## src/rtl/dmps_pkg.sv

```systemverilog
package dmps_pkg;

    localparam int WINDOW_WIDTH = 16;

    localparam int CFG_IDX_WIDTH  = 3;
    localparam int CFG_DATA_WIDTH = 16;

    typedef enum logic [CFG_IDX_WIDTH-1:0] {
        CFG_DEBOUNCE_LIMIT = 3'd0,
        CFG_PRESS_WINDOW   = 3'd1,
        CFG_PRESSES_NEEDED = 3'd2,
        CFG_START_PERIOD   = 3'd3,
        CFG_STOP_PERIOD    = 3'd4,
        CFG_SWEEP_STEP     = 3'd5
    } t_cfg_idx;

    localparam logic [7:0]  RST_DEBOUNCE_LIMIT = 8'd30;
    localparam logic [15:0] RST_PRESS_WINDOW   = 16'd500;
    localparam logic [2:0]  RST_PRESSES_NEEDED = 3'd3;
    localparam logic [7:0]  RST_START_PERIOD   = 8'd167;
    localparam logic [7:0]  RST_STOP_PERIOD    = 8'd100;
    localparam logic [6:0]  RST_SWEEP_STEP     = 7'd2;

    localparam logic [2:0]  TALLY_MAX = 3'd7;
    localparam logic [7:0]  INTEG_MAX = 8'd255;

    typedef struct packed {
        logic [7:0]  debounce_limit;
        logic [15:0] press_window;
        logic [2:0]  presses_needed;
        logic [7:0]  start_period;
        logic [7:0]  stop_period;
        logic [6:0]  sweep_step;
    } t_cfg;

    // arming status from the press logic to the sweep
    typedef struct packed {
        logic armed;    // already armed before this item
        logic arm_now;  // arms on this item
    } t_arm;

endpackage

```

## src/rtl/debounced_multi_press_siren.sv

```systemverilog
// The result passes through the input register and then the output register.
// Throughput: one item per cycle while the result is not stalled; the state update is a single pass of small logic.
// A stalled result holds one more item in the input register, then the input stalls.
// Reset: synchronous, active low; clears handshake state and the block state, and loads
// the register reset values (limit 30, window 500, presses 3, periods 167/100, step 2).
module debounced_multi_press_siren (
    input  logic                                i_clk,
    input  logic                                i_rst_n,
    input  logic                                i_valid,
    output logic                                o_stall,
    input  logic                                i_button_level,
    output logic                                o_valid,
    input  logic                                i_stall,
    output logic                                o_press_event,
    output logic                                o_armed,
    output logic                                o_tone_on,
    output logic [7:0]                          o_tone_top,
    input  logic                                i_cfg_valid,
    output logic                                o_cfg_ready,
    input  logic [dmps_pkg::CFG_IDX_WIDTH-1:0]  i_cfg_index,
    input  logic [dmps_pkg::CFG_DATA_WIDTH-1:0] i_cfg_data
);

    dmps_pkg::t_cfg cfg;
    dmps_pkg::t_arm arm;

    logic       r_in_valid;
    logic       r_in_level;
    logic       r_out_valid;
    logic       r_out_event;
    logic       r_out_armed;
    logic       r_out_tone_on;
    logic [7:0] r_out_top;
    logic       step;
    logic       n_event, n_armed, n_sounding;
    logic [7:0] n_held;

    assign step        = r_in_valid && (!r_out_valid || !i_stall);
    assign o_stall     = r_in_valid && r_out_valid && i_stall;
    assign o_cfg_ready = 1'b1;

    dmps_cfg u_cfg (
        .i_clk       (i_clk),
        .i_rst_n     (i_rst_n),
        .i_cfg_valid (i_cfg_valid),
        .i_cfg_index (i_cfg_index),
        .i_cfg_data  (i_cfg_data),
        .o_cfg       (cfg)
    );

    dmps_press u_press (
        .i_clk          (i_clk),
        .i_rst_n        (i_rst_n),
        .i_step         (step),
        .i_button_level (r_in_level),
        .i_cfg          (cfg),
        .o_event        (n_event),
        .o_armed_next   (n_armed),
        .o_arm          (arm)
    );

    dmps_sweep u_sweep (
        .i_clk           (i_clk),
        .i_rst_n         (i_rst_n),
        .i_step          (step),
        .i_cfg           (cfg),
        .i_arm           (arm),
        .o_sounding_next (n_sounding),
        .o_held_next     (n_held)
    );

    always_ff @(posedge i_clk) begin
        if (!i_rst_n) begin
            r_in_valid <= 1'b0;
        end else if (!o_stall) begin
            r_in_valid <= i_valid;
        end
    end

    always_ff @(posedge i_clk) begin
        if (!o_stall) begin
            r_in_level <= i_button_level;
        end
    end

    always_ff @(posedge i_clk) begin
        if (!i_rst_n) begin
            r_out_valid <= 1'b0;
        end else if (step) begin
            r_out_valid <= 1'b1;
        end else if (!i_stall) begin
            r_out_valid <= 1'b0;
        end
    end

    always_ff @(posedge i_clk) begin
        if (step) begin
            r_out_event   <= n_event;
            r_out_armed   <= n_armed;
            r_out_tone_on <= n_armed & n_sounding;
            r_out_top     <= n_armed ? n_held : 8'd0;
        end
    end

    assign o_valid       = r_out_valid;
    assign o_press_event = r_out_event;
    assign o_armed       = r_out_armed;
    assign o_tone_on     = r_out_tone_on;
    assign o_tone_top    = r_out_top;

    a_unarmed_quiet: assert property (@(posedge i_clk) disable iff (!i_rst_n)
        o_valid && !o_armed |-> !o_tone_on && (o_tone_top == 8'd0))
        else $error("tone output before arming");

    a_step_fills: assert property (@(posedge i_clk) disable iff (!i_rst_n)
        step |=> r_out_valid)
        else $error("result lost after step");

    a_stall_cause: assert property (@(posedge i_clk) disable iff (!i_rst_n)
        o_stall |-> r_out_valid && i_stall && !step)
        else $error("input stalled without a blocked result");

endmodule

```

## src/rtl/dmps_cfg.sv

```systemverilog
module dmps_cfg (
    input  logic                                i_clk,
    input  logic                                i_rst_n,
    input  logic                                i_cfg_valid,
    input  logic [dmps_pkg::CFG_IDX_WIDTH-1:0]  i_cfg_index,
    input  logic [dmps_pkg::CFG_DATA_WIDTH-1:0] i_cfg_data,
    output dmps_pkg::t_cfg                      o_cfg
);

    dmps_pkg::t_cfg r_cfg;

    always_ff @(posedge i_clk) begin
        if (!i_rst_n) begin
            r_cfg.debounce_limit <= dmps_pkg::RST_DEBOUNCE_LIMIT;
            r_cfg.press_window   <= dmps_pkg::RST_PRESS_WINDOW;
            r_cfg.presses_needed <= dmps_pkg::RST_PRESSES_NEEDED;
            r_cfg.start_period   <= dmps_pkg::RST_START_PERIOD;
            r_cfg.stop_period    <= dmps_pkg::RST_STOP_PERIOD;
            r_cfg.sweep_step     <= dmps_pkg::RST_SWEEP_STEP;
        end else if (i_cfg_valid) begin
            unique case (i_cfg_index)
                dmps_pkg::CFG_DEBOUNCE_LIMIT: r_cfg.debounce_limit <= i_cfg_data[7:0];
                dmps_pkg::CFG_PRESS_WINDOW:   r_cfg.press_window   <= i_cfg_data;
                dmps_pkg::CFG_PRESSES_NEEDED: r_cfg.presses_needed <= i_cfg_data[2:0];
                dmps_pkg::CFG_START_PERIOD:   r_cfg.start_period   <= i_cfg_data[7:0];
                dmps_pkg::CFG_STOP_PERIOD:    r_cfg.stop_period    <= i_cfg_data[7:0];
                dmps_pkg::CFG_SWEEP_STEP:     r_cfg.sweep_step     <= i_cfg_data[6:0];
                default: ;
            endcase
        end
    end

    assign o_cfg = r_cfg;

endmodule

```

## src/rtl/dmps_press.sv

```systemverilog
module dmps_press (
    input  logic           i_clk,
    input  logic           i_rst_n,
    input  logic           i_step,
    input  logic           i_button_level,
    input  dmps_pkg::t_cfg i_cfg,
    output logic           o_event,
    output logic           o_armed_next,
    output dmps_pkg::t_arm o_arm
);

    localparam int WW = dmps_pkg::WINDOW_WIDTH;

    logic [7:0]    r_integ, n_integ;
    logic          r_db, n_db;
    logic [2:0]    r_tally, n_tally;
    logic [WW-1:0] r_wleft, n_wleft;
    logic          r_armed;
    logic          pressed, accept, arm_now;
    logic [7:0]    integ_dn;

    always_comb begin
        pressed  = ~i_button_level;
        accept   = 1'b0;
        arm_now  = 1'b0;
        n_integ  = r_integ;
        n_db     = r_db;
        n_tally  = r_tally;
        n_wleft  = r_wleft;
        integ_dn = (r_integ != 8'd0) ? r_integ - 8'd1 : 8'd0;
        if (!r_armed) begin
            if (!r_db) begin
                if (pressed) begin
                    n_integ = (r_integ != dmps_pkg::INTEG_MAX) ? r_integ + 8'd1 : r_integ;
                    if (n_integ >= i_cfg.debounce_limit) begin
                        accept = 1'b1;
                        n_db   = 1'b1;
                    end
                end else begin
                    n_integ = integ_dn;
                end
            end else begin
                if (!pressed) begin
                    n_integ = integ_dn;
                    if (integ_dn == 8'd0) n_db = 1'b0;
                end else if (r_integ < i_cfg.debounce_limit) begin
                    n_integ = r_integ + 8'd1;
                end
            end
            if (accept) begin
                if (r_tally != dmps_pkg::TALLY_MAX) n_tally = r_tally + 3'd1;
                if (n_tally == 3'd1) n_wleft = WW'(i_cfg.press_window);
            end
            if (n_wleft != '0) begin
                if (n_tally == i_cfg.presses_needed) begin
                    arm_now = 1'b1;
                end else begin
                    n_wleft = n_wleft - WW'(1);
                end
            end else begin
                n_tally = 3'd0;
            end
        end
    end

    always_ff @(posedge i_clk) begin
        if (!i_rst_n) begin
            r_integ <= 8'd0;
            r_db    <= 1'b0;
            r_tally <= 3'd0;
            r_wleft <= '0;
            r_armed <= 1'b0;
        end else if (i_step) begin
            r_integ <= n_integ;
            r_db    <= n_db;
            r_tally <= n_tally;
            r_wleft <= n_wleft;
            r_armed <= r_armed | arm_now;
        end
    end

    assign o_event       = accept;
    assign o_armed_next  = r_armed | arm_now;
    assign o_arm.armed   = r_armed;
    assign o_arm.arm_now = arm_now;

    a_armed_sticky: assert property (@(posedge i_clk) disable iff (!i_rst_n)
        r_armed |=> r_armed)
        else $error("armed flag dropped");

    a_no_event_armed: assert property (@(posedge i_clk) disable iff (!i_rst_n)
        r_armed |-> !accept && !arm_now)
        else $error("press logic active after arming");

endmodule

```

## src/rtl/dmps_sweep.sv

```systemverilog
module dmps_sweep (
    input  logic           i_clk,
    input  logic           i_rst_n,
    input  logic           i_step,
    input  dmps_pkg::t_cfg i_cfg,
    input  dmps_pkg::t_arm i_arm,
    output logic           o_sounding_next,
    output logic [7:0]     o_held_next
);

    logic [7:0] r_period, n_period;
    logic       r_sounding, n_sounding;
    logic [7:0] r_held, n_held;
    logic [7:0] dec;

    always_comb begin
        n_period   = r_period;
        n_sounding = r_sounding;
        n_held     = r_held;
        dec        = (r_period > {1'b0, i_cfg.sweep_step})
                   ? r_period - {1'b0, i_cfg.sweep_step} : 8'd0;
        if (i_arm.armed) begin
            if (r_sounding) n_held = r_period - 8'd1;
            n_period = dec;
            if (dec <= i_cfg.stop_period) begin
                n_period   = i_cfg.start_period;
                n_sounding = ~r_sounding;
            end
        end else if (i_arm.arm_now) begin
            n_period   = i_cfg.start_period;
            n_held     = i_cfg.start_period - 8'd1;
            n_sounding = 1'b1;
        end
    end

    always_ff @(posedge i_clk) begin
        if (!i_rst_n) begin
            r_period   <= dmps_pkg::RST_START_PERIOD;
            r_sounding <= 1'b1;
            r_held     <= dmps_pkg::RST_START_PERIOD - 8'd1;
        end else if (i_step) begin
            r_period   <= n_period;
            r_sounding <= n_sounding;
            r_held     <= n_held;
        end
    end

    assign o_sounding_next = n_sounding;
    assign o_held_next     = n_held;

endmodule

```

## config.mk

```make
export PLATFORM = sky130hd
export DESIGN_NAME = debounced_multi_press_siren
export DESIGN_NICKNAME = d
export VERILOG_FILES = /design/src/rtl/dmps_pkg.sv /design/src/rtl/debounced_multi_press_siren.sv /design/src/rtl/dmps_cfg.sv /design/src/rtl/dmps_press.sv /design/src/rtl/dmps_sweep.sv
export SDC_FILE = /design/constraint.sdc
export NUM_CORES = 1
export LEC_CHECK = 0
export BUFFER_PORTS_ARGS = -buffer_cell sky130_fd_sc_hd__buf_2
export CORE_MARGIN = 4
export CORE_UTILIZATION = 30
export DETAILED_ROUTE_END_ITERATION = 8
export PLACE_DENSITY = 0.45
export RECOVER_POWER = 50
export SYNTH_ARGS = -nofsm -noshare
export SYNTH_HDL_FRONTEND = slang
export SYNTH_SLANG_ARGS = --single-unit
```

## constraint.sdc

```tcl
create_clock -name i_clk -period 11.2 [get_ports i_clk]
set_clock_uncertainty 0.2 [all_clocks]
set_input_delay 0.56 -clock i_clk [delete_from_list [all_inputs] [get_ports i_clk]]
set_output_delay 0.56 -clock i_clk [all_outputs]
set_load 0.005 [all_outputs]
```

### After elaboration in Yosys (flattened, before gate mapping)

Cells that the tools add are included.

* logic and storage cells: 106
* input port bits: 25
* ROM bits: 0
* bits in writable memories: 0
* memories kept: 0
* latch bits: 0
* flip-flop bits (word level): 110
* output and inout bits: 14

* $add $sub $neg: 7
* muxes and demuxes: 39
* shifts and indexed selects: 0
* equal/unequal tests: 11
* multiply operators: 0
* $lt $le $gt $ge: 4
* reduce and logical (&&, ||, !) cells: 20
* bitwise gates (word level): 4
* divide/modulo/power cells: 0

Operators with widths (number)
* 8-bit two-way mux: 13
* 16-bit two-way mux: 5
* 8-bit by 1-bit subtractor with 8-bit output, second input constant: 3
* 3-bit two-way mux: 6
* 2-bit AND reduction: 8
* 16-bit nonzero test: 1
* 16-bit by 1-bit subtractor with 16-bit output, second input constant: 1
* 1-bit two-way mux: 15
* 8-bit by 1-bit adder with 8-bit output, second input constant: 1
* 8-bit >= comparator: 1
* 8-bit by 7-bit > comparator with 1-bit output: 1
* 8-bit <= comparator: 1
* 8-bit logical NOT: 1
* 8-bit less-than comparator: 1
* 8-bit != test, second input constant: 1
* 8-bit nonzero test: 1
* 8-bit by 7-bit subtractor with 8-bit output: 1
* 3-bit by 1-bit == test with 1-bit output, second input constant: 2
* 3-bit by 2-bit == test with 1-bit output, second input constant: 2
* 3-bit == test, second input constant: 2
* 3-bit != test, second input constant: 2
* 3-bit by 1-bit adder with 3-bit output, second input constant: 1
* 3-bit == test: 1
* 1-bit logical AND: 3
* 9 further kinds: 11

### Depth between registers and ports, before layout

* depth after elaboration: 19
* gate-level depth with buffers: 24
* depth with buffers taken out: 21

### Hierarchy

From an unflattened synthesis, not the netlist that was laid out.

* cell total of the unflattened synthesis: 890
* area total of the unflattened synthesis: 7424.6 um^2

By module, submodules not included
* dmps_press: instances 1, area an instance 3184.3 um^2, sequential area each 580.6 um^2, cells an instance 433
* dmps_cfg: instances 1, area an instance 1989.4 um^2, sequential area each 1001.0 um^2, cells an instance 194
* dmps_sweep: instances 1, area an instance 1742.9 um^2, sequential area each 340.3 um^2, cells an instance 232
* debounced_multi_press_siren: instances 1, area an instance 508.0 um^2, sequential area each 400.4 um^2, cells an instance 31

### Worst setup path after synthesis

OpenSTA, ideal clock, no wires.

* kind: register -> register
* from: reg u_press.r_integ[0]
* to: reg u_press.r_wleft[9]
* required time: 10878 ps
* path slack: 5415 ps
* path buffers: 2
* clock period less this slack: 5785 ps
* setup time: 122 ps
* data arrival time: 5463 ps
* cell stages (with the launch flop): 24
* cells stage by stage: dfxtp_1 > ha_1 > nand3_1 > nor2_1 > nand3_1 > xnor2_1 > ha_1 > nand2b_1 > a2111oi_1 > o32ai_2 > nand2_2 > buf_2 > buf_1 > mux2i_1 > ha_1 > nor3b_1 > or4b_2 > o21ai_0 > a21oi_1 > a31oi_1 > a211oi_1 > xor2_1 > mux2i_1 > o21ai_0

* word-level cells in the longest chain between the ends: 12
* elaborated cells on any way between the ends: 17
* classes of those cells: add/sub (2); order compare (1); eq/ne (2); mux (11); reduce/logical (1)

Ends and longest elaborated chain
* start, declared: RTL line dmps_press.sv:14 `logic [7:0] r_integ, n_integ;`
* start signal, assigned: RTL line dmps_press.sv:74 `r_integ <= n_integ;`
* 8-bit by 1-bit adder with 8-bit output or 8-bit != test (tied branches): RTL line dmps_press.sv:34 `n_integ = (r_integ != dmps_pkg::INTEG_MAX) ? r_integ + 8'd1 : r_integ;`
* 8-bit two-way mux *: RTL line dmps_press.sv:34
* 8-bit >= comparator *: RTL line dmps_press.sv:35 `if (n_integ >= i_cfg.debounce_limit) begin`
* 1-bit two-way mux *: RTL line dmps_press.sv:35
* 1-bit two-way mux *: RTL line dmps_press.sv:33 `if (pressed) begin`
* 1-bit two-way mux *: RTL line dmps_press.sv:32 `if (!r_db) begin`
* 1-bit two-way mux *: RTL line dmps_press.sv:31 `if (!r_armed) begin`
* 16-bit two-way mux or 3-bit two-way mux (tied branches): RTL line dmps_press.sv:50 `if (accept) begin`
* 16-bit two-way mux or 3-bit two-way mux (tied branches): RTL line dmps_press.sv:31
* 16-bit by 1-bit subtractor with 16-bit output or 3-bit == test (tied branches): RTL line dmps_press.sv:58, dmps_press.sv:55
* 16-bit two-way mux: RTL line dmps_press.sv:55 `if (n_tally == i_cfg.presses_needed) begin`
* 16-bit two-way mux *: RTL line dmps_press.sv:54 `if (n_wleft != '0) begin`
* end signal, assigned: RTL line dmps_press.sv:77 `r_wleft <= n_wleft;`
* end, declared: RTL line dmps_press.sv:17 `logic [WW-1:0] r_wleft, n_wleft;`

Mark *: on every way between the ends. The rest lies on a longest branch, timed or not. The select of a mux whose other input is x is not followed.
A chain may end at the register's enable or synchronous reset.

### Final worst setup path

* from: reg u_press.r_integ[0]
* to: reg u_press.r_wleft[7]

The elaborated chain is that of the path after synthesis.

==> results by group <==
Logic synthesis
  – Largest family of logic cells by synthesized area: simple AND/OR/NAND/NOR gates
  – Number of instances in the synthesized netlist: between 800 and 900
  – Average instance area after synthesis: between 7 and 8 sq um
  – Compound-gate portion of the synthesized area: 21.02%
  – Number of storage elements in the synthesis netlist: 110
  – Synth Area in Adders: 7.031%
  – Cells taking the most area after synthesis: sky130_fd_sc_hd__dfxtp_1 29%, sky130_fd_sc_hd__nand2_1 8.4%, sky130_fd_sc_hd__ha_1 6.7%
  – Most frequently used flop master after synthesis: sky130_fd_sc_hd__dfxtp_1
  – Ys Warns: 0
  – Post-synth design cell area: 0.006869 sq mm
  – Fraction of the yosys area taken by sequential cells: around a third
  – Area fraction in and, or, nand and nor cells after synthesis: between 20% and 30%
  – Async set-reset flop share out of synthesis: 0%
  – Fraction of synthesized area in multiplexers: 5.665%
  – Area share of the leading cell type in the synthesized netlist: 28.56%
  – Post-synth cell types: 77
  – Biggest area consumer among synthesized cells: sky130_fd_sc_hd__dfxtp_1
  – Number of enable flip-flop cells after synthesis: 12
  – Xor-xnor portion of the synthesized cell area: 3.443%
  – Net count of the mapped netlist: 929

Flow run
  – Max Cap Violations: 2

Min path
  – Number of cells on the worst hold path: 1
  – Worst hold path startpoint: i_button_level
  – Worst Hold End: r_in_level
  – HP Class: input pin to flop

Pwr
  – Net switching share of the total power: 36.22%
  – Int Power: 0.7830 mW
  – Reported net switching power: roughly 0.44 mW
  – Part of the total power dissipated in combinational logic: 34.8%
  – Clk network pwr share: 26.8%
  – Peak supply drop: 115.0 uV
  – Post-layout power: 1.228 mW
  – Sequential power share: around two fifths
  – Leakage power: about 3 nW
  – Power Density: between 150 and 200 mW/mm^2

Clock tree
  – Setup bufs post-CTS: 0
  – Clock sink total: 110
  – CTS Hold Bufs: 0
  – Maximum level of the CTS H-tree: 3
  – Clock insertion delay at the later pin of the skew report: 360 ps
  – Clock-pin transition on the worst setup and hold timing paths: approximately 80 ps
  – Clk root buf: sky130_fd_sc_hd__clkbuf_16
  – Clock tree from TritonCTS: yes
  – Post-CTS resize count: 0
  – Number of buffers on the longest clock path: 2
  – Num CTS Buffers: 9

STA
  – Least-Margin Pin Slew: between 3000 and 4000 ps
  – Maximum clock rate: 147.0 MHz
  – Worst hold slack across all endpoints: 176.7 ps
  – Setup repair after global routing missed its margin: no
  – Hold violation count in the final report: 0
  – Slew Viols, Final: around 110
  – Final critical-path share of the clock period: 60.72%
  – Tmin final: a little under 7000 ps
  – Final setup vio count: 0
  – Rel. slew slack: -117.9%
  – Setup TNS after final layout: 0 ps

Layout
  – Ant diodes: 0
  – Number of nets in the layout: 936
  – Area growth from synthesis to layout: 9.617%
  – Layout cells sized above 1: 7.859%
  – Finished Cell Area: 0.007530 sq mm
  – Layout Utilization: 33.36%

Run status
  – Violations in the final reports: capacitance limit, slew limit
  – Outcome: complete, but fails checks

Floorplan
  – Starting utilization of the core area: 30.43%
  – Core Region: between 0.02 and 0.025 sq mm
  – Total number of placement rows: 55
  – Die Footprint: 0.02538 sq mm
  – Die X-Extent: 159.3 um
  – I/O pin total: 39
  – Die H: 159.3 um

Setup path
  – Arrival time at the worst endpoint: ~6700 ps
  – Critical Path Sink Type: flop
  – Depth of the worst register-to-register path: 20
  – Worst reg2reg path startpoint: u_press.r_integ[0]
  – Crit Reg-Reg Endpoint: u_press.r_wleft[7]
  – Startpoint Class: flop
  – Classification of the worst setup path: flop to flop
  – Critical Path RT: 11100 ps
  – Slowest-stage cell, CP: sky130_fd_sc_hd__nand2_2
  – Max incr delay on CP: 700 ps
  – Critical path's most frequent cell: sky130_fd_sc_hd__ha_1
  – CP max FO: 39
  – Cells along the critical path: ha_1 > nand3_1 > nor2_1 > nand3_1 > xnor2_1 > ha_1 > nand2b_1 > a2111oi_1 > o32ai_2 > nand2_2 > mux2i_1 > ha_1 > nor3b_1 > or4b_2 > o21ai_0 > a21oi_1 > a31oi_1 > a21oi_1 > o2111ai_1 > o311ai_0
  – Setup slack on the worst flop-to-flop path: 4400 ps

Detailed routing
  – WL met3: 781 um
  – Via count normalized by instance count: 5.287
  – Final routed wirelength across all metal layers: 20400 um
  – 1st-pass router iterations: 7
  – Number of DRC markers after the initial detailed-route iteration: 330
  – Routed length on met2: 8743 um
  – Final antenna-violating net count: 0
  – Vias: 6149
  – Avg WL per Cell: 17.54 um
  – DRT met1 WL: between 10000 and 15000 um
  – Highest routed layer: met4
  – Remaining DRCs: 0

Place
  – Global placer's final weighted congestion: ~0.8
  – Total cell area at the placement stage: 0.007268 sq mm
  – Count of buffers inserted at the top-level ports: 37
  – Post-DP HPWL: between 10000 and 15000 um

Global route
  – Maximum number of pins on one net before global-route repair: 60
  – First-pass GRT wire length: 32880 um
  – Number of antenna violations at the first check in global routing: 0
  – Via count of the first global-routing pass: 5882
  – GR Overflow Total: 0
  – Global routing usage summed across all routing layers: approximately 16%
==> layout make-up <==
cell class	instances	area [sq um]
timing repair buffer	43	207.7
fill	2458	15040
sequential	110	2322
clock buffer	13	240.2
tap	285	356.6
clock inverter	3	43.79
multi-input combinational	669	4209
inverter	40	150.1
==> cell families (layout without fill, tap and decap cells) <==
logic type	Yosys count	count (layout)
XOR/XNOR	27	27
AND/OR/NAND/NOR	347	347
adder cells (fa/ha/maj)	38	38
flip-flops	110	110
other	1	1
buffers and inverters	87	99
multiplexers	36	36
AO/OA/AOI/OAI	220	220
==> power by group through the flow <==
| stage | Clock, mW | Combinational (mW) | Sequential [mW] |
|---|---|---|---|
| global placement | 0 | 0.425 | 0.480 |
| finish | 0.329 | 0.428 | 0.471 |
| CTS | 0.343 | 0.427 | 0.470 |
| global route | 0.357 | 0.474 | 0.476 |
| floorplan | 0 | 0.347 | 0.458 |
| detailed placement | 0 | 0.425 | 0.479 |
==> metal layers <==
layer  vias up  GRT usage [%]
met2       127          24.49
met3         6          3.029
met5         -              0
met1      2897          23.55
met4         0          2.801
li1       3119              -
==> critical path: cells and delay by family, from the launching register on <==
| kind | cells | cell delay, ps |
|---|---|---|
| flip-flops | 1 | 480 |
| multiplexers | 1 | 420 |
| AO/OA/AOI/OAI | 8 | 1920 |
| XOR/XNOR | 1 | 210 |
| adder cells (fa/ha/maj) | 3 | 760 |
| AND/OR/NAND/NOR | 7 | 2560 |
==> worst max path at each step <==
stage                        from                  end  slack [ps]
2_1_floorplan  u_press.r_integ[0]   u_press.r_wleft[9]        5420
3_3_place_gp   u_press.r_integ[0]  u_press.r_wleft[12]        4670
3_5_place_dp   u_press.r_integ[0]  u_press.r_wleft[12]        4400
4_1_cts        u_press.r_integ[0]  u_press.r_wleft[12]        4420
5_1_grt        u_press.r_integ[0]   u_press.r_wleft[7]        3770
6_report       u_press.r_integ[0]   u_press.r_wleft[7]        4400
==> per-stage QoR <==
step | instances | worst slack (ps)
after detailed placement | 1147 | 4405
final | 1163 | 4399
after global routing | 1163 | 3773
after floorplan | 866 | 5415
after global placement | 1147 | 4674
after CTS | 1163 | 4418
==> cell usage in the layout (no fill, tap or decap), types with 9 or more instances in the layout <==
cell                        instances
sky130_fd_sc_hd__nand2_1          153
sky130_fd_sc_hd__buf_2             25
sky130_fd_sc_hd__o21ai_0           47
sky130_fd_sc_hd__a31oi_1           12
sky130_fd_sc_hd__nand3_1           31
sky130_fd_sc_hd__inv_1             37
sky130_fd_sc_hd__xor2_1            10
sky130_fd_sc_hd__o211ai_1          21
sky130_fd_sc_hd__ha_1              37
sky130_fd_sc_hd__clkbuf_16          9
sky130_fd_sc_hd__edfxtp_1          12
sky130_fd_sc_hd__or3_1             18
sky130_fd_sc_hd__xnor2_1           17
sky130_fd_sc_hd__nor2_1            53
sky130_fd_sc_hd__a21oi_1           60
sky130_fd_sc_hd__mux2i_1           28
sky130_fd_sc_hd__dfxtp_1           98
sky130_fd_sc_hd__nand2b_1          13
sky130_fd_sc_hd__nor3_1            22
sky130_fd_sc_hd__clkbuf_1          18
==> cell usage after synthesis (5+ instances only) <==
cell type	instances
sky130_fd_sc_hd__nand2b_1	13
sky130_fd_sc_hd__a22oi_1	6
sky130_fd_sc_hd__ha_1	37
sky130_fd_sc_hd__nand3_1	31
sky130_fd_sc_hd__nor2_1	53
sky130_fd_sc_hd__a31oi_1	12
sky130_fd_sc_hd__o31a_1	5
sky130_fd_sc_hd__o211ai_1	21
sky130_fd_sc_hd__or3_1	18
sky130_fd_sc_hd__xor2_1	10
sky130_fd_sc_hd__nor4_1	7
sky130_fd_sc_hd__dfxtp_1	98
sky130_fd_sc_hd__nand2_1	153
sky130_fd_sc_hd__nand4_1	6
sky130_fd_sc_hd__a21oi_1	60
sky130_fd_sc_hd__a21o_1	7
sky130_fd_sc_hd__inv_1	37
sky130_fd_sc_hd__edfxtp_1	12
sky130_fd_sc_hd__mux2_2	5
sky130_fd_sc_hd__a211oi_1	6
sky130_fd_sc_hd__o21ai_0	47
sky130_fd_sc_hd__buf_1	5
sky130_fd_sc_hd__clkbuf_1	36
sky130_fd_sc_hd__nand3b_1	7
sky130_fd_sc_hd__nor3_1	23
sky130_fd_sc_hd__o31ai_1	7
sky130_fd_sc_hd__xnor2_1	17
sky130_fd_sc_hd__o2111ai_1	6
sky130_fd_sc_hd__mux2i_1	28
==> flip-flops by register name, summed over array words and instances, names as in the netlist, 3 cells and up <==
name and count:
u_press.r_integ 8, u_sweep.r_held 8, u_sweep.r_period 8, u_press.r_tally 3, o_tone_top 8, u_press.r_wleft 16
u_cfg.o_cfg 50
No activity file was read; power rests on OpenSTA's default activity.
